<file path="src/rtnh_pkg.sv">
// ----------------------------------------------------------------------------
// rtnh_pkg: shared types and constants for the nearest ray-triangle hit block
// Holds the datapath widths, the sequencer state type and the step table that
// drives the shared multiply-accumulate unit.
// ----------------------------------------------------------------------------
`default_nettype none

package rtnh_pkg;

  localparam int unsigned CoordW   = 32;           // Q16.16 coordinate
  localparam int unsigned EdgeW    = CoordW + 1;   // difference of two coords
  localparam int unsigned OpAW     = EdgeW + 1;    // short operand, room to negate
  localparam int unsigned OpBW     = 68;           // long operand (cross terms)
  localparam int unsigned AccW     = 102;          // dot product accumulator
  localparam int unsigned DigitW   = 16;           // long operand digit
  localparam int unsigned MacDigits = 5;           // digits per long operand
  localparam int unsigned OpBExtW  = DigitW * MacDigits;
  localparam int unsigned ProdW    = OpAW + DigitW + 1;
  localparam int unsigned EpsW     = 16;
  localparam int unsigned QuoW     = 32;
  localparam int unsigned NumHiW   = AccW - 16;
  localparam int unsigned CfgIdxW  = 3;
  localparam int unsigned StepW    = 5;
  localparam int unsigned NumSteps = 24;
  localparam int unsigned ItemW    = 9 * CoordW;

  localparam logic [StepW-1:0] LastStep = StepW'(NumSteps - 1);

  localparam logic signed [CoordW-1:0] T32Min = {1'b1, {(CoordW-1){1'b0}}};
  localparam logic signed [CoordW-1:0] T32Max = {1'b0, {(CoordW-1){1'b1}}};

  typedef enum logic [CfgIdxW-1:0] {
    CFG_ORIGIN_X  = 3'd0,
    CFG_ORIGIN_Y  = 3'd1,
    CFG_ORIGIN_Z  = 3'd2,
    CFG_DIR_X     = 3'd3,
    CFG_DIR_Y     = 3'd4,
    CFG_DIR_Z     = 3'd5,
    CFG_EPSILON   = 3'd6,
    CFG_UNUSED    = 3'd7
  } cfg_idx_e;

  typedef enum logic [2:0] {
    VEC_D,
    VEC_E1,
    VEC_E2,
    VEC_S,
    VEC_R,
    VEC_Q
  } vec_e;

  typedef enum logic [2:0] {
    DST_NONE,
    DST_R,
    DST_Q,
    DST_DET,
    DST_U,
    DST_V,
    DST_TN
  } dst_e;

  typedef enum logic [2:0] {
    ST_IDLE,
    ST_MAC_ISSUE,
    ST_MAC_WAIT,
    ST_DECIDE,
    ST_DIV_WAIT,
    ST_UPDATE,
    ST_EMIT
  } state_e;

  typedef struct packed {
    vec_e       a_vec;
    logic [1:0] a_idx;
    vec_e       b_vec;
    logic [1:0] b_idx;
    logic       sub;
    logic       first;
    dst_e       dst;
    logic [1:0] dst_idx;
  } step_t;

  // Control bundle from the sequencer to the shared MAC.
  typedef struct packed {
    logic start;
    logic first;
    logic sub;
  } mac_ctl_t;

  function automatic step_t mk_step(input vec_e av, input logic [1:0] ai,
                                    input vec_e bv, input logic [1:0] bi,
                                    input logic sb, input logic fs,
                                    input dst_e dv, input logic [1:0] di);
    step_t s;
    s.a_vec   = av;
    s.a_idx   = ai;
    s.b_vec   = bv;
    s.b_idx   = bi;
    s.sub     = sb;
    s.first   = fs;
    s.dst     = dv;
    s.dst_idx = di;
    return s;
  endfunction

  // r = d x e2, q = s x e1, then det = e1.r, u = s.r, v = d.q, tn = e2.q
  function automatic step_t step_info(input logic [StepW-1:0] idx);
    step_t s;
    case (idx)
      5'd0:  s = mk_step(VEC_D,  2'd1, VEC_E2, 2'd2, 1'b0, 1'b1, DST_NONE, 2'd0);
      5'd1:  s = mk_step(VEC_D,  2'd2, VEC_E2, 2'd1, 1'b1, 1'b0, DST_R,    2'd0);
      5'd2:  s = mk_step(VEC_D,  2'd2, VEC_E2, 2'd0, 1'b0, 1'b1, DST_NONE, 2'd0);
      5'd3:  s = mk_step(VEC_D,  2'd0, VEC_E2, 2'd2, 1'b1, 1'b0, DST_R,    2'd1);
      5'd4:  s = mk_step(VEC_D,  2'd0, VEC_E2, 2'd1, 1'b0, 1'b1, DST_NONE, 2'd0);
      5'd5:  s = mk_step(VEC_D,  2'd1, VEC_E2, 2'd0, 1'b1, 1'b0, DST_R,    2'd2);
      5'd6:  s = mk_step(VEC_S,  2'd1, VEC_E1, 2'd2, 1'b0, 1'b1, DST_NONE, 2'd0);
      5'd7:  s = mk_step(VEC_S,  2'd2, VEC_E1, 2'd1, 1'b1, 1'b0, DST_Q,    2'd0);
      5'd8:  s = mk_step(VEC_S,  2'd2, VEC_E1, 2'd0, 1'b0, 1'b1, DST_NONE, 2'd0);
      5'd9:  s = mk_step(VEC_S,  2'd0, VEC_E1, 2'd2, 1'b1, 1'b0, DST_Q,    2'd1);
      5'd10: s = mk_step(VEC_S,  2'd0, VEC_E1, 2'd1, 1'b0, 1'b1, DST_NONE, 2'd0);
      5'd11: s = mk_step(VEC_S,  2'd1, VEC_E1, 2'd0, 1'b1, 1'b0, DST_Q,    2'd2);
      5'd12: s = mk_step(VEC_E1, 2'd0, VEC_R,  2'd0, 1'b0, 1'b1, DST_NONE, 2'd0);
      5'd13: s = mk_step(VEC_E1, 2'd1, VEC_R,  2'd1, 1'b0, 1'b0, DST_NONE, 2'd0);
      5'd14: s = mk_step(VEC_E1, 2'd2, VEC_R,  2'd2, 1'b0, 1'b0, DST_DET,  2'd0);
      5'd15: s = mk_step(VEC_S,  2'd0, VEC_R,  2'd0, 1'b0, 1'b1, DST_NONE, 2'd0);
      5'd16: s = mk_step(VEC_S,  2'd1, VEC_R,  2'd1, 1'b0, 1'b0, DST_NONE, 2'd0);
      5'd17: s = mk_step(VEC_S,  2'd2, VEC_R,  2'd2, 1'b0, 1'b0, DST_U,    2'd0);
      5'd18: s = mk_step(VEC_D,  2'd0, VEC_Q,  2'd0, 1'b0, 1'b1, DST_NONE, 2'd0);
      5'd19: s = mk_step(VEC_D,  2'd1, VEC_Q,  2'd1, 1'b0, 1'b0, DST_NONE, 2'd0);
      5'd20: s = mk_step(VEC_D,  2'd2, VEC_Q,  2'd2, 1'b0, 1'b0, DST_V,    2'd0);
      5'd21: s = mk_step(VEC_E2, 2'd0, VEC_Q,  2'd0, 1'b0, 1'b1, DST_NONE, 2'd0);
      5'd22: s = mk_step(VEC_E2, 2'd1, VEC_Q,  2'd1, 1'b0, 1'b0, DST_NONE, 2'd0);
      5'd23: s = mk_step(VEC_E2, 2'd2, VEC_Q,  2'd2, 1'b0, 1'b0, DST_TN,   2'd0);
      default: s = mk_step(VEC_D, 2'd0, VEC_E1, 2'd0, 1'b0, 1'b1, DST_NONE, 2'd0);
    endcase
    return s;
  endfunction

endpackage

`default_nettype wire

</file>
<file path="src/rtnh_mac.sv">
// ----------------------------------------------------------------------------
// rtnh_mac: digit-serial signed multiply-accumulate
// Multiplies a short signed operand by a long signed operand one 16-bit digit
// per cycle and adds or subtracts the product into a running accumulator.
// ----------------------------------------------------------------------------
`default_nettype none

module rtnh_mac (
  input  wire logic                              clk_i,
  input  wire logic                              rst_ni,
  input  wire rtnh_pkg::mac_ctl_t                ctl_i,
  input  wire logic signed [rtnh_pkg::OpAW-1:0]  a_i,
  input  wire logic signed [rtnh_pkg::OpBW-1:0]  b_i,
  output logic                                   done_o,
  output logic signed [rtnh_pkg::AccW-1:0]       acc_o
);

  logic                                   busy_q;
  logic                                   done_q;
  logic [2:0]                             cnt_q;
  logic signed [rtnh_pkg::OpAW-1:0]       a_q;
  logic [rtnh_pkg::OpBExtW-1:0]           b_q;
  logic signed [rtnh_pkg::AccW-1:0]       acc_q;
  logic signed [rtnh_pkg::DigitW:0]       digit;
  logic signed [rtnh_pkg::ProdW-1:0]      prod;
  logic signed [rtnh_pkg::AccW-1:0]       prod_ext;
  logic signed [rtnh_pkg::AccW-1:0]       prod_sh;

  // Lower digits are unsigned, the top digit carries the sign.
  always_comb begin
    case (cnt_q)
      3'd0: digit = {1'b0, b_q[15:0]};
      3'd1: digit = {1'b0, b_q[31:16]};
      3'd2: digit = {1'b0, b_q[47:32]};
      3'd3: digit = {1'b0, b_q[63:48]};
      3'd4: digit = {b_q[79], b_q[79:64]};
      default: digit = '0;
    endcase
  end

  assign prod     = a_q * digit;
  assign prod_ext = {{(rtnh_pkg::AccW-rtnh_pkg::ProdW){prod[rtnh_pkg::ProdW-1]}}, prod};
  assign prod_sh  = prod_ext <<< {cnt_q, 4'b0000};

  always_ff @(posedge clk_i or negedge rst_ni) begin
    if (!rst_ni) begin
      busy_q <= 1'b0;
      done_q <= 1'b0;
      cnt_q  <= '0;
    end else if (ctl_i.start) begin
      busy_q <= 1'b1;
      done_q <= 1'b0;
      cnt_q  <= '0;
    end else if (busy_q) begin
      cnt_q <= cnt_q + 3'd1;
      if (cnt_q == 3'(rtnh_pkg::MacDigits - 1)) begin
        busy_q <= 1'b0;
        done_q <= 1'b1;
      end
    end
  end

  always_ff @(posedge clk_i) begin
    if (ctl_i.start) begin
      a_q <= ctl_i.sub ? -a_i : a_i;
      b_q <= {{(rtnh_pkg::OpBExtW-rtnh_pkg::OpBW){b_i[rtnh_pkg::OpBW-1]}}, b_i};
      if (ctl_i.first) begin
        acc_q <= '0;
      end
    end else if (busy_q) begin
      acc_q <= acc_q + prod_sh;
    end
  end

  assign done_o = done_q;
  assign acc_o  = acc_q;

endmodule

`default_nettype wire

</file>
<file path="config.mk">
export PLATFORM = sky130hd
export DESIGN_NAME = rtnh_mac
export DESIGN_NICKNAME = d
export VERILOG_FILES = /design/src/rtnh_pkg.sv /design/src/rtnh_mac.sv
export SDC_FILE = /design/constraint.sdc
export NUM_CORES = 2
export LEC_CHECK = 0
export ABC_CLOCK_PERIOD_IN_PS = 25200
export BUFFER_PORTS_ARGS = -buffer_cell sky130_fd_sc_hd__buf_2
export CAP_MARGIN = 20
export CORE_ASPECT_RATIO = 1.4
export CORE_MARGIN = 5
export CORE_UTILIZATION = 45
export CTS_CLUSTER_SIZE = 40
export DETAILED_ROUTE_END_ITERATION = 10
export GPL_TIMING_DRIVEN = 0
export PLACE_DENSITY = 0.72
export SKIP_LAST_GASP = 1
export SYNTH_ARGS = -nofsm -noshare
export SYNTH_HDL_FRONTEND = slang
export SYNTH_SLANG_ARGS = --single-unit
</file>
<file path="constraint.sdc">
create_clock -name clk_i -period 25.2 [get_ports clk_i]
set_input_delay 7.56 -clock clk_i [delete_from_list [all_inputs] [get_ports clk_i]]
set_output_delay 7.56 -clock clk_i [all_outputs]
set_load 0.01 [all_outputs]
</file>
Word level (Yosys, flattened, before mapping)
Cells that the tools add are included.
{"block": "totals", "regBits": 209, "input_bits": 107, "output_inout_bits": 103, "word_cells": 34}
{"block": "op_classes", "n_addsub": 3, "n_mul": 1, "eq_ne": 5, "shifts": 1, "n_mux": 13, "n_reduce_logical": 5}
{"op": "102-bit 2-to-1 mux", "count": 3}
{"op": "102-bit adder", "count": 1}
{"op": "51-bit by 7-bit <<< shifter with 102-bit output", "count": 1}
{"op": "17-bit case mux with 5 select lines", "count": 1}
{"op": "34-bit by 17-bit multiplier with 51-bit output", "count": 1}
{"op": "34-bit 2-to-1 mux", "count": 1}
{"op": "34-bit negation", "count": 1}
{"op": "3-bit by 2-bit == test with 1-bit output (second input constant)", "count": 2}
{"op": "1-bit 2-to-1 mux", "count": 6}
{"op": "3-bit 2-to-1 mux", "count": 2}
{"op": "2-bit AND reduction", "count": 2}
{"op": "2-bit nonzero test", "count": 2}
{"op": "3-bit by 1-bit adder with 3-bit output (second input constant)", "count": 1}
{"op": "3-bit by 1-bit == test with 1-bit output (second input constant)", "count": 1}
{"op": "3-bit == test (second input constant)", "count": 1}
{"op": "3-bit zero test", "count": 1}
{"op": "2-bit != test (second input constant)", "count": 1}

Longest topological paths before layout
{"block": "logic_depth", "ltp_word": 7, "mapped_depth": 53, "depth_no_buf": 45}

Worst setup path after synthesis
OpenSTA, ideal clock, no wires.
{"block": "synth_path", "path_type": "flip-flop to flip-flop", "from": "register cnt_q[0]", "to": "register acc_q, in the netlist acc_o[86], data pin", "setup_ns": 0.260, "t_arrival_ns": 11.101, "required_time_ns": 24.940, "slack_ns": 13.839, "stages_incl_launch_ff": 50, "path_buffers": 7, "synth_period_minus_slack_ns": 11.361, "path_cell_list": "dfrtp_1 > clkbuf_1 > clkinv_1 > clkbuf_1 > clkbuf_1 > ha_1 > and2_1 > clkbuf_1 > nand2_1 > inv_1 > clkbuf_1 > a221oi_1 > nand2_1 > clkbuf_1 > nand2_1 > fa_1 > inv_1 > fa_1 > [... 14 more ...] > o21ai_2 > a21o_1 > a31oi_4 > xnor2_1 > nand2_1 > a221oi_1 > ha_1 > clkbuf_1 > nand4_1 > nor4b_1 > or4b_1 > a21oi_1 > nor3b_1 > o21a_1 > nor3_2 > nor2_1 > o21ai_1 > mux2_2"}
{"block": "synth_between", "elab_chain_len": 7, "elab_cells_between_ends": 11, "classes_between": "add/sub: 1; mul: 1; eq/ne: 4; shift: 1; mux: 3; reduce/logical: 1"}
{"element": "from (decl)", "line_no": "rtnh_mac.sv:20", "rtl": "logic [2:0] cnt_q;"}
{"element": "from (signal assigned)", "line_no": "rtnh_mac.sv:55", "rtl": "cnt_q <= cnt_q + 3'd1;"}
{"element": "3-bit == test (tied with other cells)", "line_no": "rtnh_mac.sv:31", "rtl": "case (cnt_q)"}
{"element": "17-bit case mux with 5 select lines", "line_no": "rtnh_mac.sv:31"}
{"element": "34-bit by 17-bit multiplier with 51-bit output", "line_no": "rtnh_mac.sv:41", "rtl": "assign prod = a_q * digit;"}
{"element": "51-bit by 7-bit <<< shifter with 102-bit output *", "line_no": "rtnh_mac.sv:43", "rtl": "assign prod_sh = prod_ext <<< {cnt_q, 4'b0000};"}
{"element": "102-bit adder *", "line_no": "rtnh_mac.sv:71", "rtl": "acc_q <= acc_q + prod_sh;"}
{"element": "102-bit 2-to-1 mux *", "line_no": "rtnh_mac.sv:70", "rtl": "end else if (busy_q) begin"}
{"element": "102-bit 2-to-1 mux *", "line_no": "rtnh_mac.sv:64", "rtl": "if (ctl_i.start) begin"}
{"element": "to (signal assigned)", "line_no": "rtnh_mac.sv:71"}
{"element": "to (decl)", "line_no": "rtnh_mac.sv:23", "rtl": "logic signed [rtnh_pkg::AccW-1:0] acc_q;"}
Mark *: on every way between the ends. The rest lies on a longest branch, timed or not. The select of a mux whose other input is x is not followed.
A chain may end at the register's enable or synchronous reset.

Final worst setup path
Same ends and word-level chain as after synthesis.

==> impl_metrics.ini <==
[timing]
fin_crit_sh_pct = 64.3
rsz0062_at_grt = no
finalHoldViolations = 0
max-slew-margin-rel_pct = 17.6
worstMarginPinSlew_ns = 1.22
finalSetupTns_ns = 0
finalSetupViolations = 0
fmax_mhz = 61.7
finalClockSkew_ns = 0.0200
slew_violations = 0
finalCriticalPeriod_ns = 16.20

[drt]
wl_per_cell_um = 22.8
drt_first_iter_violations = 2017
drc_errors = 0
vias_per_cell = 5.66
dr.pass1.iters = 5
num_vias = 30400
wl_um = 122000
ant_nets = 0

[grt]
grt_start_max_net_pins = 77
grt.total_usage_pct = 28.0
antenna_found_initial = 10
grt_pass1_vias = 32000
grt_pass1_wl_um = 187000
grt_overflow = 0

[run]
max_cap_violations = 0

[synth]
synth_top_family_by_area = adder cells
synth.mux.area_fraction_pct = 0.705
synth_cell_types = 103
async_flop_share_pct = 2.39
synth_edf_count = 204
synth_compound_area_share_pct = 13.8
syn_avg_cell_area_um2 = 8.90
ys.flop_type = edfxtp_1
synth_seq_cells = 209
synth-simple-area-share_pct = 15.9
ys_seq_area_share_pct = 17.3
synth_cells = 4051
synth_xor_area_share_pct = 4.49
synthAdderAreaFrac_pct = 38.5
syn_nets = 4936
yosys_warnings = 0
syn_area_um2 = 36000

[clock_network]
clk_pin_slew_worst_paths_ns = 0.06
numCtsBuffers = 27
cts_htree_levels = 1
post-cts-setup-buffer-count = 0
clk_latency_ns = 0.61
numClockSinks = 209
root_buffer = clkbuf_16
cts_resized = 0
cts_tree = yes
clockBufferDepth = 3
cts_hold_buf = 0

[floorplan]
ios = 210
die_area_um2 = 85900
start_util_pct = 45.5
die_x_um = 249
core_area_um2 = 79200
rows = 122
dieHeight_um = 345

[critical_path]
crit_path_start_kind = register
rrSetupSlack_ns = 9.00
r2r_end = acc_o[86]
cp-end-kind = register
path_max_fanout = 11
r2r-start = cnt_q[0]
crit_slowest_cell = clkbuf_1
crit_arrival_ns = 16.55
ff2ff_path_depth = 50
critical_path_class = register to register
required_ns = 25.56
cpPeakStageDelay_ns = 0.78

[layout]
final_common_cell = inv_1
mostFrequentLayoutCells = 677 x inv_1, 552 x fa_1, 522 x nand2_1
regArea_um2 = 6250
area_growth_pct = 9.17
multi_input_area_um2 = 26500
drive_gt1_share_pct = 7.73
fin_nets = 5176
fillCellCount = 7466
stdcell_count = 5368
fin_util_pct = 49.7

[place]
hpwlAfterDp_um = 103000
numPortBuffers = 209
placed_cells = 5316
gp_congestion = 1.02

[worst_hold_path]
min_path_cells = 2
min_path_type = register to register
hold_path_end = done_o
min_from = done_o

[status]
status = complete, no violations
==> cell type report <==
| cell class | instances | area share, % |
|---|---|---|
| timing repair buffer | 211 | 2.80 |
| buffer | 203 | 2.01 |
| multi-input combinational | 2960 | 67.2 |
| sequential | 209 | 15.9 |
| antenna | 8 | 0.0509 |
| inverter | 679 | 6.48 |
| tap | 1054 | 3.35 |
| clock buffer | 29 | 1.74 |
| clock inverter | 15 | 0.451 |
==> through the flow <==
stage	hold slack, ns	area (µm²)	setup slack (ns)
after floorplan	0.529	36000	13.84
after global placement	0.476	38400	9.29
after detailed placement	0.484	38500	9.19
after CTS	0.499	39300	9.10
after global routing	0.526	39300	8.53
final	0.504	39400	9.00
==> critical path: cells and delay by family (launching register included) <==
kind | cells | cell delay [ns]
AO/OA/AOI/OAI | 14 | 3.42
XOR/XNOR | 1 | 0.54
adder cells (fa/ha/maj) | 9 | 3.90
buffers and inverters | 15 | 3.74
flip-flops | 1 | 0.40
multiplexers | 1 | 0.35
AND/OR/NAND/NOR | 10 | 3.55
==> cell families after synthesis <==
group | Yosys count
AO/OA/AOI/OAI | 737
buffers and inverters | 882
flip-flops | 209
adder cells (fa/ha/maj) | 778
multiplexers | 25
XOR/XNOR | 183
AND/OR/NAND/NOR | 1237
==> flip-flops by register name, indices dropped and copies added, names as in the netlist <==
signal	flops
acc_o	102
b_q	68
a_q	34
cnt_q	3
busy_q	1
done_o	1
==> worst max path at each step <==
stage,from,to,depth (start not counted)
2_1_floorplan,cnt_q[0],acc_o[86],49
3_3_place_gp,cnt_q[0],acc_o[86],47
3_5_place_dp,cnt_q[0],acc_o[86],48
4_1_cts,cnt_q[0],acc_o[86],48
5_1_grt,cnt_q[0],acc_o[86],48
6_report,cnt_q[0],acc_o[86],50
==> per-layer routing <==
layer	part of all wire (%)	global-route usage [%]	wire length, µm	up-vias
met5	0.0065	0	8	-
met4	9.5	20.8	11600	2
met3	6.0	3.48	7310	438
met2	49	49.7	60100	1232
met1	35	30.9	43400	15100
li1	-	-	-	13600
==> cell usage after synthesis (8+ instances only) <==
cell type  count  share of area [%]
nor3_1        35               0.49
inv_1        677                7.0
o211ai_1      13               0.27
and2_1       229                4.0
nor2b_1       21               0.36
xnor2_1      138                3.4
nand4_1       50               0.87
ha_1         226                7.8
nor2_1       272                2.8
nand2b_1      20               0.35
o21bai_1      50                1.0
nand2_1      522                5.4
edfxtp_1     204                 17
xor2_1        43                1.0
clkbuf_1     182                1.9
o21a_1        20               0.42
nor4_1         8               0.14
a31oi_1       22               0.38
and3_1        15               0.26
a211oi_1      29               0.60
buf_2         16               0.22
or2_2          8               0.14
a21o_1        58                1.2
fa_1         552                 31
o21ai_0      120                1.7
nand3_1       23               0.32
a21boi_0      12               0.25
a22oi_1       18               0.37
a221oi_1      24               0.58
o31ai_1       25               0.52
a21oi_1      232                3.2
mux2i_1       22               0.61
o22ai_1        9               0.16
Power is not shown: default switching activity piles up to over one toggle a cycle in this logic, so the estimate is an artifact.
