--- src/rtnh_pkg.sv ---
// ----------------------------------------------------------------------------
// rtnh_pkg: shared types and constants for the nearest ray-triangle hit block
// Holds the datapath widths, the sequencer state type and the step table that
// drives the shared multiply-accumulate unit.
// ----------------------------------------------------------------------------
`default_nettype none

package rtnh_pkg;

  localparam int unsigned CoordW   = 32;           // Q16.16 coordinate
  localparam int unsigned EdgeW    = CoordW + 1;   // difference of two coords
  localparam int unsigned OpAW     = EdgeW + 1;    // short operand, room to negate
  localparam int unsigned OpBW     = 68;           // long operand (cross terms)
  localparam int unsigned AccW     = 102;          // dot product accumulator
  localparam int unsigned DigitW   = 16;           // long operand digit
  localparam int unsigned MacDigits = 5;           // digits per long operand
  localparam int unsigned OpBExtW  = DigitW * MacDigits;
  localparam int unsigned ProdW    = OpAW + DigitW + 1;
  localparam int unsigned EpsW     = 16;
  localparam int unsigned QuoW     = 32;
  localparam int unsigned NumHiW   = AccW - 16;
  localparam int unsigned CfgIdxW  = 3;
  localparam int unsigned StepW    = 5;
  localparam int unsigned NumSteps = 24;
  localparam int unsigned ItemW    = 9 * CoordW;

  localparam logic [StepW-1:0] LastStep = StepW'(NumSteps - 1);

  localparam logic signed [CoordW-1:0] T32Min = {1'b1, {(CoordW-1){1'b0}}};
  localparam logic signed [CoordW-1:0] T32Max = {1'b0, {(CoordW-1){1'b1}}};

  typedef enum logic [CfgIdxW-1:0] {
    CFG_ORIGIN_X  = 3'd0,
    CFG_ORIGIN_Y  = 3'd1,
    CFG_ORIGIN_Z  = 3'd2,
    CFG_DIR_X     = 3'd3,
    CFG_DIR_Y     = 3'd4,
    CFG_DIR_Z     = 3'd5,
    CFG_EPSILON   = 3'd6,
    CFG_UNUSED    = 3'd7
  } cfg_idx_e;

  typedef enum logic [2:0] {
    VEC_D,
    VEC_E1,
    VEC_E2,
    VEC_S,
    VEC_R,
    VEC_Q
  } vec_e;

  typedef enum logic [2:0] {
    DST_NONE,
    DST_R,
    DST_Q,
    DST_DET,
    DST_U,
    DST_V,
    DST_TN
  } dst_e;

  typedef enum logic [2:0] {
    ST_IDLE,
    ST_MAC_ISSUE,
    ST_MAC_WAIT,
    ST_DECIDE,
    ST_DIV_WAIT,
    ST_UPDATE,
    ST_EMIT
  } state_e;

  typedef struct packed {
    vec_e       a_vec;
    logic [1:0] a_idx;
    vec_e       b_vec;
    logic [1:0] b_idx;
    logic       sub;
    logic       first;
    dst_e       dst;
    logic [1:0] dst_idx;
  } step_t;

  // Control bundle from the sequencer to the shared MAC.
  typedef struct packed {
    logic start;
    logic first;
    logic sub;
  } mac_ctl_t;

  function automatic step_t mk_step(input vec_e av, input logic [1:0] ai,
                                    input vec_e bv, input logic [1:0] bi,
                                    input logic sb, input logic fs,
                                    input dst_e dv, input logic [1:0] di);
    step_t s;
    s.a_vec   = av;
    s.a_idx   = ai;
    s.b_vec   = bv;
    s.b_idx   = bi;
    s.sub     = sb;
    s.first   = fs;
    s.dst     = dv;
    s.dst_idx = di;
    return s;
  endfunction

  // r = d x e2, q = s x e1, then det = e1.r, u = s.r, v = d.q, tn = e2.q
  function automatic step_t step_info(input logic [StepW-1:0] idx);
    step_t s;
    case (idx)
      5'd0:  s = mk_step(VEC_D,  2'd1, VEC_E2, 2'd2, 1'b0, 1'b1, DST_NONE, 2'd0);
      5'd1:  s = mk_step(VEC_D,  2'd2, VEC_E2, 2'd1, 1'b1, 1'b0, DST_R,    2'd0);
      5'd2:  s = mk_step(VEC_D,  2'd2, VEC_E2, 2'd0, 1'b0, 1'b1, DST_NONE, 2'd0);
      5'd3:  s = mk_step(VEC_D,  2'd0, VEC_E2, 2'd2, 1'b1, 1'b0, DST_R,    2'd1);
      5'd4:  s = mk_step(VEC_D,  2'd0, VEC_E2, 2'd1, 1'b0, 1'b1, DST_NONE, 2'd0);
      5'd5:  s = mk_step(VEC_D,  2'd1, VEC_E2, 2'd0, 1'b1, 1'b0, DST_R,    2'd2);
      5'd6:  s = mk_step(VEC_S,  2'd1, VEC_E1, 2'd2, 1'b0, 1'b1, DST_NONE, 2'd0);
      5'd7:  s = mk_step(VEC_S,  2'd2, VEC_E1, 2'd1, 1'b1, 1'b0, DST_Q,    2'd0);
      5'd8:  s = mk_step(VEC_S,  2'd2, VEC_E1, 2'd0, 1'b0, 1'b1, DST_NONE, 2'd0);
      5'd9:  s = mk_step(VEC_S,  2'd0, VEC_E1, 2'd2, 1'b1, 1'b0, DST_Q,    2'd1);
      5'd10: s = mk_step(VEC_S,  2'd0, VEC_E1, 2'd1, 1'b0, 1'b1, DST_NONE, 2'd0);
      5'd11: s = mk_step(VEC_S,  2'd1, VEC_E1, 2'd0, 1'b1, 1'b0, DST_Q,    2'd2);
      5'd12: s = mk_step(VEC_E1, 2'd0, VEC_R,  2'd0, 1'b0, 1'b1, DST_NONE, 2'd0);
      5'd13: s = mk_step(VEC_E1, 2'd1, VEC_R,  2'd1, 1'b0, 1'b0, DST_NONE, 2'd0);
      5'd14: s = mk_step(VEC_E1, 2'd2, VEC_R,  2'd2, 1'b0, 1'b0, DST_DET,  2'd0);
      5'd15: s = mk_step(VEC_S,  2'd0, VEC_R,  2'd0, 1'b0, 1'b1, DST_NONE, 2'd0);
      5'd16: s = mk_step(VEC_S,  2'd1, VEC_R,  2'd1, 1'b0, 1'b0, DST_NONE, 2'd0);
      5'd17: s = mk_step(VEC_S,  2'd2, VEC_R,  2'd2, 1'b0, 1'b0, DST_U,    2'd0);
      5'd18: s = mk_step(VEC_D,  2'd0, VEC_Q,  2'd0, 1'b0, 1'b1, DST_NONE, 2'd0);
      5'd19: s = mk_step(VEC_D,  2'd1, VEC_Q,  2'd1, 1'b0, 1'b0, DST_NONE, 2'd0);
      5'd20: s = mk_step(VEC_D,  2'd2, VEC_Q,  2'd2, 1'b0, 1'b0, DST_V,    2'd0);
      5'd21: s = mk_step(VEC_E2, 2'd0, VEC_Q,  2'd0, 1'b0, 1'b1, DST_NONE, 2'd0);
      5'd22: s = mk_step(VEC_E2, 2'd1, VEC_Q,  2'd1, 1'b0, 1'b0, DST_NONE, 2'd0);
      5'd23: s = mk_step(VEC_E2, 2'd2, VEC_Q,  2'd2, 1'b0, 1'b0, DST_TN,   2'd0);
      default: s = mk_step(VEC_D, 2'd0, VEC_E1, 2'd0, 1'b0, 1'b1, DST_NONE, 2'd0);
    endcase
    return s;
  endfunction

endpackage

`default_nettype wire

--- src/rtnh_div.sv ---
// ----------------------------------------------------------------------------
// rtnh_div: restoring unsigned divider for the hit distance
// Flags a quotient of 2^32 or more up front, else develops 32 quotient bits,
// one per cycle.
// ----------------------------------------------------------------------------
`default_nettype none

module rtnh_div (
  input  wire logic                              clk_i,
  input  wire logic                              rst_ni,
  input  wire logic                              start_i,
  input  wire logic [rtnh_pkg::NumHiW-1:0]       num_hi_i,
  input  wire logic [rtnh_pkg::QuoW-1:0]         num_lo_i,
  input  wire logic [rtnh_pkg::AccW-1:0]         den_i,
  output logic                                   done_o,
  output logic                                   ovf_o,
  output logic [rtnh_pkg::QuoW-1:0]              quo_o
);

  logic                          busy_q;
  logic                          done_q;
  logic                          ovf_q;
  logic [5:0]                    cnt_q;
  logic [rtnh_pkg::AccW-1:0]     den_q;
  logic [rtnh_pkg::AccW-1:0]     rem_q;
  logic [rtnh_pkg::QuoW-1:0]     lo_q;
  logic [rtnh_pkg::QuoW-1:0]     quo_q;
  logic [rtnh_pkg::AccW:0]       rem_sh;
  logic [rtnh_pkg::AccW:0]       rem_diff;
  logic                          fits;
  logic                          ovf_now;

  assign ovf_now  = {{(rtnh_pkg::AccW-rtnh_pkg::NumHiW){1'b0}}, num_hi_i} >= den_i;
  assign rem_sh   = {rem_q, lo_q[rtnh_pkg::QuoW-1]};
  assign rem_diff = rem_sh - {1'b0, den_q};
  assign fits     = rem_sh >= {1'b0, den_q};

  always_ff @(posedge clk_i or negedge rst_ni) begin
    if (!rst_ni) begin
      busy_q <= 1'b0;
      done_q <= 1'b0;
      ovf_q  <= 1'b0;
      cnt_q  <= '0;
    end else if (start_i) begin
      busy_q <= !ovf_now;
      done_q <= ovf_now;
      ovf_q  <= ovf_now;
      cnt_q  <= '0;
    end else if (busy_q) begin
      cnt_q <= cnt_q + 6'd1;
      if (cnt_q == 6'(rtnh_pkg::QuoW - 1)) begin
        busy_q <= 1'b0;
        done_q <= 1'b1;
      end
    end
  end

  always_ff @(posedge clk_i) begin
    if (start_i) begin
      den_q <= den_i;
      rem_q <= {{(rtnh_pkg::AccW-rtnh_pkg::NumHiW){1'b0}}, num_hi_i};
      lo_q  <= num_lo_i;
      quo_q <= '0;
    end else if (busy_q) begin
      rem_q <= fits ? rem_diff[rtnh_pkg::AccW-1:0] : rem_sh[rtnh_pkg::AccW-1:0];
      lo_q  <= {lo_q[rtnh_pkg::QuoW-2:0], 1'b0};
      quo_q <= {quo_q[rtnh_pkg::QuoW-2:0], fits};
    end
  end

  assign done_o = done_q;
  assign ovf_o  = ovf_q;
  assign quo_o  = quo_q;

endmodule

`default_nettype wire

--- config.mk ---
export PLATFORM = sky130hd
export DESIGN_NAME = rtnh_div
export DESIGN_NICKNAME = d
export VERILOG_FILES = /design/src/rtnh_pkg.sv /design/src/rtnh_div.sv
export SDC_FILE = /design/constraint.sdc
export NUM_CORES = 1
export LEC_CHECK = 0
export BUFFER_PORTS_ARGS = -buffer_cell sky130_fd_sc_hd__buf_2
export CAP_MARGIN = 20
export CORE_ASPECT_RATIO = 1.2
export CORE_MARGIN = 4
export CORE_UTILIZATION = 60
export DETAILED_ROUTE_END_ITERATION = 12
export PLACE_DENSITY = 0.86
export SETUP_SLACK_MARGIN = 0.5
export SKIP_LAST_GASP = 1
export SLEW_MARGIN = 20
export SYNTH_ARGS = -nofsm -noshare
export SYNTH_HDL_FRONTEND = slang
export SYNTH_SLANG_ARGS = --single-unit
--- constraint.sdc ---
create_clock -name clk_i -period 4.3 [get_ports clk_i]
set_input_delay 0.43 -clock clk_i [delete_from_list [all_inputs] [get_ports clk_i]]
set_output_delay 0.43 -clock clk_i [all_outputs]
set_load 0.05 [all_outputs]
# After elaboration in Yosys (flattened, before gate mapping)
# Index checks and enable logic that the tools add are counted.
# W data, S select, Z words.
# op_classes
bitwise_logic	0
shift	0
addsub	2
muxes	13
order_cmp	2
eq_ne	1
n_div	0
multipliers	0
reduce_logical	4
# op_table
cell	count
$mux W86	2
$ge A103 B102 Y1	1
$ge A86 B102 Y1	1
$mux W102	1
$sub A102 B102 Y102	1
$mux W32	2
$mux W6	2
$add A6 B1 Y6 const B	1
$eq A6 B5 Y1 const B	1
$mux W1	6
$reduce_bool A2 Y1	2
$reduce_and A2 Y1	1
$logic_not A1 Y1	1
# totals
out_inout_bits	34
ram_bits	0
mem_bits_ro	0
word_cells	31
inputBits	223
latch_bits	0
regBits	277
mem_count	0

# Depth between registers and ports, before layout
# Gate-level depths: netlist of the first run.
# logic_depth
word_depth	4
ltp_mapped	16
depth_no_buf	14

# Least setup slack after synthesis of the first run
# No wires, ideal clock.
# synth_timing
path_kind	input-to-reg
start	input port start_i
end	register lo_q[0] in the netlist's numbering, enable pin
arrival_ns	3.288
t_required_ns	3.257
slack_ns	-0.031
path_buffers	3
setup_time_ns	1.043
path_stages	5
cell_sequence	clkbuf_1 > inv_1 > clkbuf_1 > clkbuf_1 > nand2_1
# synth_between
elab_chain_cells	1
# synth_rtl
element	line	text
from (decl)	rtnh_div.sv:11	input wire logic start_i,
$reduce_bool A2 Y1 (no source line)	n/a	
to (signal assigned)	rtnh_div.sv:62	lo_q <= num_lo_i;
to (signal assigned)	rtnh_div.sv:66	lo_q <= {lo_q[rtnh_pkg::QuoW-2:0], 1'b0};
to (decl)	rtnh_div.sv:26	logic [rtnh_pkg::QuoW-1:0] lo_q;
# No other way between the ends.
# A chain may end at the register's enable or synchronous reset.

# Worst setup path after layout of the first run
# layout_timing
start	register rem_q[44] in the netlist's numbering
end	register rem_q[30] in the netlist's numbering, data pin
# layout_between
elab_chain_cells	4
# layout_rtl
element	line	text
from (decl)	rtnh_div.sv:25	logic [rtnh_pkg::AccW-1:0] rem_q;
from (signal assigned)	rtnh_div.sv:61	rem_q <= {{(rtnh_pkg::AccW-rtnh_pkg::NumHiW){1'b0}}, num_hi_i};
from (signal assigned)	rtnh_div.sv:65	rem_q <= fits ? rem_diff[rtnh_pkg::AccW-1:0] : rem_sh[rtnh_pkg::AccW-1:0];
$ge A103 B102 Y1	rtnh_div.sv:36	assign fits = rem_sh >= {1'b0, den_q};
$mux W102	rtnh_div.sv:65	
$mux W86	rtnh_div.sv:64	end else if (busy_q) begin
$mux W86	rtnh_div.sv:59	if (start_i) begin
# No other way between the ends. The select of a mux whose other input is x is not followed.

==> results of run 1 <==
## worst max-delay path: stages (launching register included)
cell and delay (ns):
sky130_fd_sc_hd__edfxtp_1 0.42, sky130_fd_sc_hd__ha_1 0.44, sky130_fd_sc_hd__nand4_1 0.21, sky130_fd_sc_hd__or3_1 0.48
sky130_fd_sc_hd__or4_1 0.54, sky130_fd_sc_hd__o41ai_2 0.30, sky130_fd_sc_hd__a21oi_1 0.11, sky130_fd_sc_hd__a21boi_4 0.20
sky130_fd_sc_hd__buf_4 0.18, sky130_fd_sc_hd__buf_16 0.19, sky130_fd_sc_hd__a211oi_1 0.30, sky130_fd_sc_hd__a21oi_1 0.09
## synthesized netlist by cell type (7+ instances only)
| cell type | count |
|---|---|
| sky130_fd_sc_hd__nor3_1 | 34 |
| sky130_fd_sc_hd__a31oi_1 | 18 |
| sky130_fd_sc_hd__o21ai_0 | 104 |
| sky130_fd_sc_hd__nor4_1 | 14 |
| sky130_fd_sc_hd__nand4_1 | 72 |
| sky130_fd_sc_hd__o211ai_1 | 19 |
| sky130_fd_sc_hd__o21a_1 | 36 |
| sky130_fd_sc_hd__nand2_1 | 147 |
| sky130_fd_sc_hd__and3_1 | 17 |
| sky130_fd_sc_hd__buf_2 | 20 |
| sky130_fd_sc_hd__o21bai_1 | 25 |
| sky130_fd_sc_hd__nand3_1 | 27 |
| sky130_fd_sc_hd__buf_6 | 12 |
| sky130_fd_sc_hd__a21o_1 | 70 |
| sky130_fd_sc_hd__dfxtp_1 | 48 |
| sky130_fd_sc_hd__dfrtp_1 | 9 |
| sky130_fd_sc_hd__nor2_1 | 175 |
| sky130_fd_sc_hd__nand2b_1 | 19 |
| sky130_fd_sc_hd__o31ai_1 | 7 |
| sky130_fd_sc_hd__mux2i_1 | 39 |
| sky130_fd_sc_hd__xor2_1 | 38 |
| sky130_fd_sc_hd__edfxtp_1 | 220 |
| sky130_fd_sc_hd__ha_1 | 189 |
| sky130_fd_sc_hd__a21boi_0 | 7 |
| sky130_fd_sc_hd__xnor2_1 | 48 |
| sky130_fd_sc_hd__nor2b_1 | 17 |
| sky130_fd_sc_hd__a211oi_1 | 39 |
| sky130_fd_sc_hd__o221ai_1 | 8 |
| sky130_fd_sc_hd__a21oi_1 | 241 |
| sky130_fd_sc_hd__clkbuf_1 | 74 |
| sky130_fd_sc_hd__mux2_2 | 53 |
| sky130_fd_sc_hd__inv_1 | 247 |
| sky130_fd_sc_hd__and2_1 | 17 |
## per-layer routing
metal | track usage | part of all wire
met5 | 0 | 0
met4 | 0.1304 | 0.043
met3 | 0.03945 | 0.072
met2 | 0.5179 | 0.50
met1 | 0.3476 | 0.38
## logic make-up after synthesis
group	count (synthesis)	share of synthesized area
compound gates	645	0.2030
xor+xnor	86	0.03716
fa+ha+maj	190	0.1176
buf+inv	367	0.07555
flops	277	0.3844
mux	92	0.04870
simple gates	565	0.1336
## final timing paths
kind | depth (start not counted) | end
worst max-delay path | 11 | rem_q[30]
worst min-delay path | 1 | den_q[69]
worst max register to register | 11 | rem_q[30]
worst min register to register | 2 | quo_o[31]
max in group asynchronous | 2 | busy_q
min in group asynchronous | 2 | cnt_q[0]
## power by group through the flow
stage	combinational (mW)	sequential [mW]	clock, mW
6_report	8.06	3.92	2.72
5_1_grt	8.76	3.97	2.86
3_3_place_gp	7.04	3.91	0
2_1_floorplan	5.56	3.85	0
3_5_place_dp	7.17	3.94	0
4_1_cts	7.49	3.90	2.75
## timing repair
action                                  CTS  global route
hold endpoints to repair                  9             0
setup buffers                             4            10
hold buffers                              1             0
pin swaps                                 9            18
cloned                                    1             2
resized for setup                        27            66
endpoints found under the setup margin   71            99
## registers in the layout (all words and copies together), names as in the netlist
| name | flops |
|---|---|
| done_o | 1 |
| den_q | 102 |
| quo_o | 32 |
| cnt_q | 6 |
| ovf_o | 1 |
| busy_q | 1 |
| rem_q | 102 |
| lo_q | 32 |
## final cells by class
| cell class | count | area share |
|---|---|---|
| Timing Repair Buffer | 303 | 0.07493 |
| Tap cell | 450 | 0.02400 |
| Multi-Input combinational cell | 1578 | 0.4842 |
| Clock buffer | 38 | 0.03866 |
| Sequential cell | 277 | 0.3322 |
| Inverter | 248 | 0.03968 |
| Clock inverter | 19 | 0.006293 |
## cell usage in the layout, fill, tap and decap left out, drive strengths merged, types with 7 or more instances in the layout
master  instances
a211oi         39
a21boi          9
a21o           71
a21oi         241
a31oi          18
and2           17
and3           18
buf           300
clkbuf         40
clkinv         13
dfrtp           9
dfxtp          48
edfxtp        220
ha            189
inv           252
mux2           53
mux2i          39
nand2         147
nand2b         19
nand3          27
nand4          72
nor2          175
nor2b          17
nor3           34
nor4           14
o211ai         19
o21a           36
o21ai         109
o21bai         25
o221ai          8
o31ai           9
or3             7
xnor2          48
xor2           38
==> summary by stage, run 1 <==
Place
Detailed placement ended at an HPWL of 41,640 um. After detailed placement, the total cell area comes to 21,800 um2. The worst setup slack before clock tree synthesis is 0.2554 ns.

Routability-driven placement finished with a final weighted congestion of 0.9445. Including well taps, the total number of placed cells is 2,838. The count of buffers added on input and output ports is 256.

GRT
The first global-routing pass estimated 88,390 um of wire. The total routing resource utilization after global routing is 0.2901. The total grt overflow is 0. The number of global-route vias before repair is 18,350. The number of antenna violations at the first check in global routing was 0. The maximum number of pins on one net before global-route repair is 111.

Power
The total power per unit cell area is 626.7 nW/um2. The share of total power dissipated in the clock network is 0.185. The worst IR drop on VDD is 0.3591 mV. The internal power of the cells is 8.427 mW.

The switching fraction of total power is 0.4268. The relative contribution of sequential cells to total power is 0.267. The reported leakage power is 10.71 nW. The share of total power dissipated in combinational logic is 0.548. The power dissipated by switching net loads is 6.276 mW. Overall power consumption after layout is estimated at 14.70 mW.

Floorplanning
The die area is 36,800 um2. The count of pins on the block boundary is 257. The initialized floorplan defines 73 standard-cell rows. The overall die width is 175.8 um. The effective utilization at floorplan is 0.6097.

The core footprint is 33,250 um2. The die is 209.4 um tall.

STA
The max-slew violation count is 0. On the final layout, the worst clock skew is 0.01678 ns. The final sum of negative setup slack is 0 ns. The time the final worst path needs with I/O delays and setup is 3.737 ns.

The final hold violation count was 0. The count of final setup violators is 0. Setup repair after global routing could not meet its margin everywhere.

The period utilization is 0.8692. The highest clock rate is 267.6 MHz. The tightest slew margin relative to the limit is 0.4517.

After layout, the worst setup slack is 0.5626 ns. Final hold analysis gives a worst-case slack of 0.03051 ns. At the pin with the least slew margin, the transition time is 0.8224 ns.

Synthesis
The flop and latch count out of synthesis is 277. The cell count after synthesis is 2,222. The number of warnings printed during yosys synthesis is 0. A synthesized cell averages 9.123 um2. After synthesis, the share of flip-flops with an asynchronous set or reset is 0.03249. By area the synthesized netlist is led by sky130_fd_sc_hd__edfxtp_1 (33%), sky130_fd_sc_hd__ha_1 (12%), sky130_fd_sc_hd__a21oi_1 (6.0%).

The cell area after synthesis is 20,270 um2. For this run, the leading register cell type out of synthesis is sky130_fd_sc_hd__edfxtp_1. The largest total area in the synthesized netlist belongs to sky130_fd_sc_hd__edfxtp_1. The number of different library cells used by synthesis comes to 86. The post-synthesis net count is 2,635. The share of the Yosys chip area taken by registers is 0.3844. The share of synthesized area in the top cell type comes to 0.3259. The count of flip-flops with a built-in enable after synthesis is 220.

Drt
The total number of vias is 17,890. After detailed routing, the number of remaining DRC violations is 0. The final wirelength is 56,670 um. In this run the remaining antenna-violating nets after routing total 0. The first detailed-routing pass ran for 8 iterations. The first-iteration detailed-routing DRC count is 1,537. Using the TritonRoute via totals, the vias-per-cell ratio works out to 6.142. After detailed routing, the average wire length per cell comes to 19.45 um.

Clock network
The clock tree root buffer cell is sky130_fd_sc_hd__clkbuf_16. CTS built an H-tree with a depth of 1. The CTS tree is built. For the worst-skew pair, the clock arrives at the later sink with an insertion delay of 0.59 ns.

The maximum clock path buffer count is 3. The number of buffers created by CTS is 31. Clock-pin slew was measured on the worst setup and hold paths at 0.07 ns.

The clock net in this run drives a total of 277 sinks.

Run status
The run finished with clean final reports.

Worst setup path
The arrival time at the worst endpoint is 4.04 ns. The required time at the worst-slack endpoint is 4.60 ns. STA classifies the critical path endpoint as a register.

The worst flop-to-flop path startpoint is rem_q[44]. The critical path is of the reg2reg type. The origin of the worst setup path is rem_q[44]. The nature of the critical path startpoint is a register. The flop-to-flop setup slack is 0.56 ns. The maximum fanout count along the critical path is 36.

Finish
Registers take 7794 um2. In the final layout, the share of cells above drive strength 1 is 0.2030. The multi-input combinational cells in the finished layout cover a total of 11,360 um2.

The antenna diode count is 0. The finished cells cover 23,460 um2. The number of nets in the finished design is 2,852.

The count of cells in the finished layout, fillers not included, comes to 2,913. For this run, the share of the core covered by cells in the final layout is 0.7057. The number of fill cells is 2,599. The synthesis-to-finish area growth is 15.74%.

Worst hold path
The min-delay analysis places its worst path in the category in2reg. The startpoint identified for the worst hold timing path is den_i[69].

Run
The max-capacitance violation count is 0.
(Power assumes the default switching activity.)
==> inputs of run 2 (changes only) <==
--- a/config.mk
+++ b/config.mk
@@ -11,6 +11,7 @@
 export CORE_MARGIN = 4
 export CORE_UTILIZATION = 60
 export DETAILED_ROUTE_END_ITERATION = 12
+export HOLD_SLACK_MARGIN = 0.08
 export PLACE_DENSITY = 0.86
 export SETUP_SLACK_MARGIN = 0.5
 export SKIP_LAST_GASP = 1
==> summary by stage, run 2 (synthesis results as in run 1) <==
STA
The period utilization came to 0.8632 (was 0.8692). The final sum of negative setup slack was 0 ns (unchanged). The worst clock skew came to 0.01604 ns (was 0.01678 ns). The max-slew violation count was 0 (unchanged). The measured slew at the worst slew-check pin is 0.8198 ns (was 0.8224 ns). The final hold slack is 0.1169 ns (was 0.03051 ns). The setup slack of the critical path after layout is 0.5880 ns (was 0.5626 ns).

Setup repair after global routing missed its margin: true (unchanged). The time the final worst path needs with I/O delays and setup was 3.712 ns (was 3.737 ns). The count of final setup violators is 0 (unchanged). The tightest slew margin relative to the limit came to 0.4535 (was 0.4517). The highest clock rate came to 269.4 MHz (was 267.6 MHz).

The final hold violation count is 0 (unchanged).

Place
The total of buffers placed on input and output ports is 256 (unchanged). The routability congestion estimate was 0.9445 (unchanged). The worst setup slack before clock tree synthesis is 0.2554 ns (unchanged). The post-place instance area is 21,800 um2 (unchanged). The placed wire-length estimate is 41,640 um (unchanged).

Worst setup path
The worst reg-to-reg path cell count came to 13 (was 11). The arrival time at the worst endpoint was 4.04 ns (about the same). The required time at the worst-slack endpoint is 4.63 ns (was 4.60 ns). The nature of the critical path startpoint is a register (unchanged).

The worst flop-to-flop path endpoint is rem_q[80] (was rem_q[30]). The flop-to-flop setup slack is 0.59 ns (was 0.56 ns). The endpoint kind of the worst setup timing path is a register (unchanged).

The maximum fanout count along the critical path is 6 (was 36). The worst flop-to-flop path startpoint was den_q[25] (was rem_q[44]). The origin of the worst setup path is den_q[25] (was rem_q[44]). The kind of critical path is reg2reg (unchanged).

GRT
The number of antenna violations at the first check in global routing is 0 (unchanged). The total grt overflow is 0 (unchanged). The number of global-route vias before repair is 19,020 (was 18,350). The wire length of the first global-routing pass is 94,010 um (was 88,390 um). The maximum number of pins on one net before global-route repair was 111 (unchanged).

The total routing resource utilization after global routing is 0.3096 (was 0.2901).

Finish
The leading cell type in the layout, fill and taps excluded is sky130_fd_sc_hd__buf_2 (unchanged). The synthesis-to-finish area growth came to 20.56% (was 15.74%). Top Registers: den_q (102), rem_q (102) (unchanged). The antenna diode count is 0 (unchanged). Most used cells in the layout excluding fill and tap cells: sky130_fd_sc_hd__buf_2 (255), sky130_fd_sc_hd__inv_1 (246), sky130_fd_sc_hd__a21oi_1 (225) (was sky130_fd_sc_hd__buf_2 (255), sky130_fd_sc_hd__inv_1 (245), sky130_fd_sc_hd__a21oi_1 (224)).

The final standard cell area without fillers is 24,440 um2 (was 23,460 um2). The multi-input gate area in the final layout is 11,350 um2 (was 11,360 um2). The number of fill cells is 2,391 (was 2,599). The layout cell share with drive strength beyond 1 is 0.1954 (was 0.2030). The number of nets in the finished design is 2,953 (was 2,852). The total area of sequential cells came to 7794 um2 (unchanged).

Run status
Status: finished clean (unchanged).

Drt
The number of vias per cell after detailed routing came to 6.172 (was 6.142). The first-iteration detailed-routing DRC count is 1,747 (was 1,537). The number of iterations in the first detailed-routing pass is 8 (unchanged).

The remaining antenna violation count after routing came to 0 (unchanged). The total number of vias is 18,600 (was 17,890). The number of design rule violations left after detail routing is 0 (unchanged). The final wirelength is 60,390 um (was 56,670 um). The per-cell routed wire length is 20.04 um (was 19.45 um).

Worst hold path
The worst hold endpoint is den_q[54] (was den_q[69]). The number of stages on the worst hold path came to 1 (unchanged). The hold path startpoint is den_i[54] (was den_i[69]). The class of the worst hold path is in2reg (unchanged).

Clock network
The latest clock arrival within the worst-skew pair was 0.59 ns (about the same). The CTS sink count was 277 (unchanged). The total number of H-tree levels is 1 (unchanged). The clock tree root buffer cell is sky130_fd_sc_hd__clkbuf_16 (unchanged). The maximum clock path buffer count is 3 (unchanged). The clock input transition at the sequential cells of the worst setup and hold paths was 0.07 ns (about the same).

The number of buffers created by CTS was 31 (unchanged). The CTS tree is built (unchanged).

Floorplanning
The die area is 36,800 um2 (unchanged). The number of placement rows came to 73 (unchanged). The core footprint is 33,250 um2 (unchanged). The count of pins on the block boundary came to 257 (unchanged). The effective utilization at floorplan is 0.6097 (unchanged).

The overall die width is 175.8 um (unchanged). The die extent in y was 209.4 um (unchanged).

Power
The reported leakage power is 11.12 nW (was 10.71 nW). The worst IR drop on VDD is 0.3436 mV (was 0.3591 mV). The total power of the final layout was 14.78 mW (was 14.70 mW). The total power per unit cell area is 604.7 nW/um2 (was 626.7 nW/um2).

Run
The max-capacitance violation count is 0 (unchanged).
run 2: worst max-delay path: stages (launching register included):
cell and delay [ns]:
sky130_fd_sc_hd__edfxtp_1 0.38, sky130_fd_sc_hd__inv_1 0.11, sky130_fd_sc_hd__ha_1 0.31, sky130_fd_sc_hd__and2_1 0.24, sky130_fd_sc_hd__o21ai_0 0.38, sky130_fd_sc_hd__nor3_1 0.10, sky130_fd_sc_hd__buf_4 0.16, sky130_fd_sc_hd__nor4b_4 0.34
sky130_fd_sc_hd__o21ai_4 0.11, sky130_fd_sc_hd__a221oi_4 0.57, sky130_fd_sc_hd__o21ai_4 0.15, sky130_fd_sc_hd__a21oi_1 0.27, sky130_fd_sc_hd__mux2i_1 0.25, sky130_fd_sc_hd__a2bb2oi_1 0.09
run 2: layout make-up:
| cell class | instances | area share |
|---|---|---|
| Clock buffer | 38 | 0.03712 |
| Timing Repair Buffer | 404 | 0.1123 |
| Inverter | 248 | 0.03809 |
| Multi-Input combinational cell | 1578 | 0.4645 |
| Tap cell | 450 | 0.02304 |
| Sequential cell | 277 | 0.3189 |
| Clock inverter | 19 | 0.006041 |
run 2: repair_timing:
item | in CTS | in global routing
resized for setup | 27 | 62
pin swaps | 9 | 18
setup endpoints to repair | 71 | 99
buffers inserted | 4 | 11
cloned | 1 | 1
hold buffers | 102 | 0
endpoints found under the hold margin | 110 | 0
run 2: metrics by stage:
stage	utilization	instances
floorplan	-	2222
global placement	0.6557	2838
detailed placement	0.6557	2838
CTS	0.7241	3002
global route	0.7351	3014
finish	0.7351	3014
run 2: worst max-delay path by stage:
stage           endpoint  slack, ns  depth (start not counted)
5_1_grt        rem_q[72]       0.41                         15
3_5_place_dp   rem_q[76]       0.26                         14
4_1_cts        rem_q[33]       0.48                         14
2_1_floorplan  rem_q[76]       0.85                         13
6_report       rem_q[80]       0.59                         13
3_3_place_gp   rem_q[71]       0.32                         11
run 2: per-layer routing:
metal / vias up / global-route usage / share of wire
li1: 8660 / - / -
met1: 8860 / 0.3653 / 0.38
met4: 0 / 0.1514 / 0.053
met5: - / 0 / 0
met3: 220 / 0.03999 / 0.065
met2: 863 / 0.5547 / 0.50
run 2: report_power, final:
group / switching (mW) / internal [mW]
Clock: 1.16 / 1.57
Combinational: 4.82 / 3.30
Sequential: 0.340 / 3.59
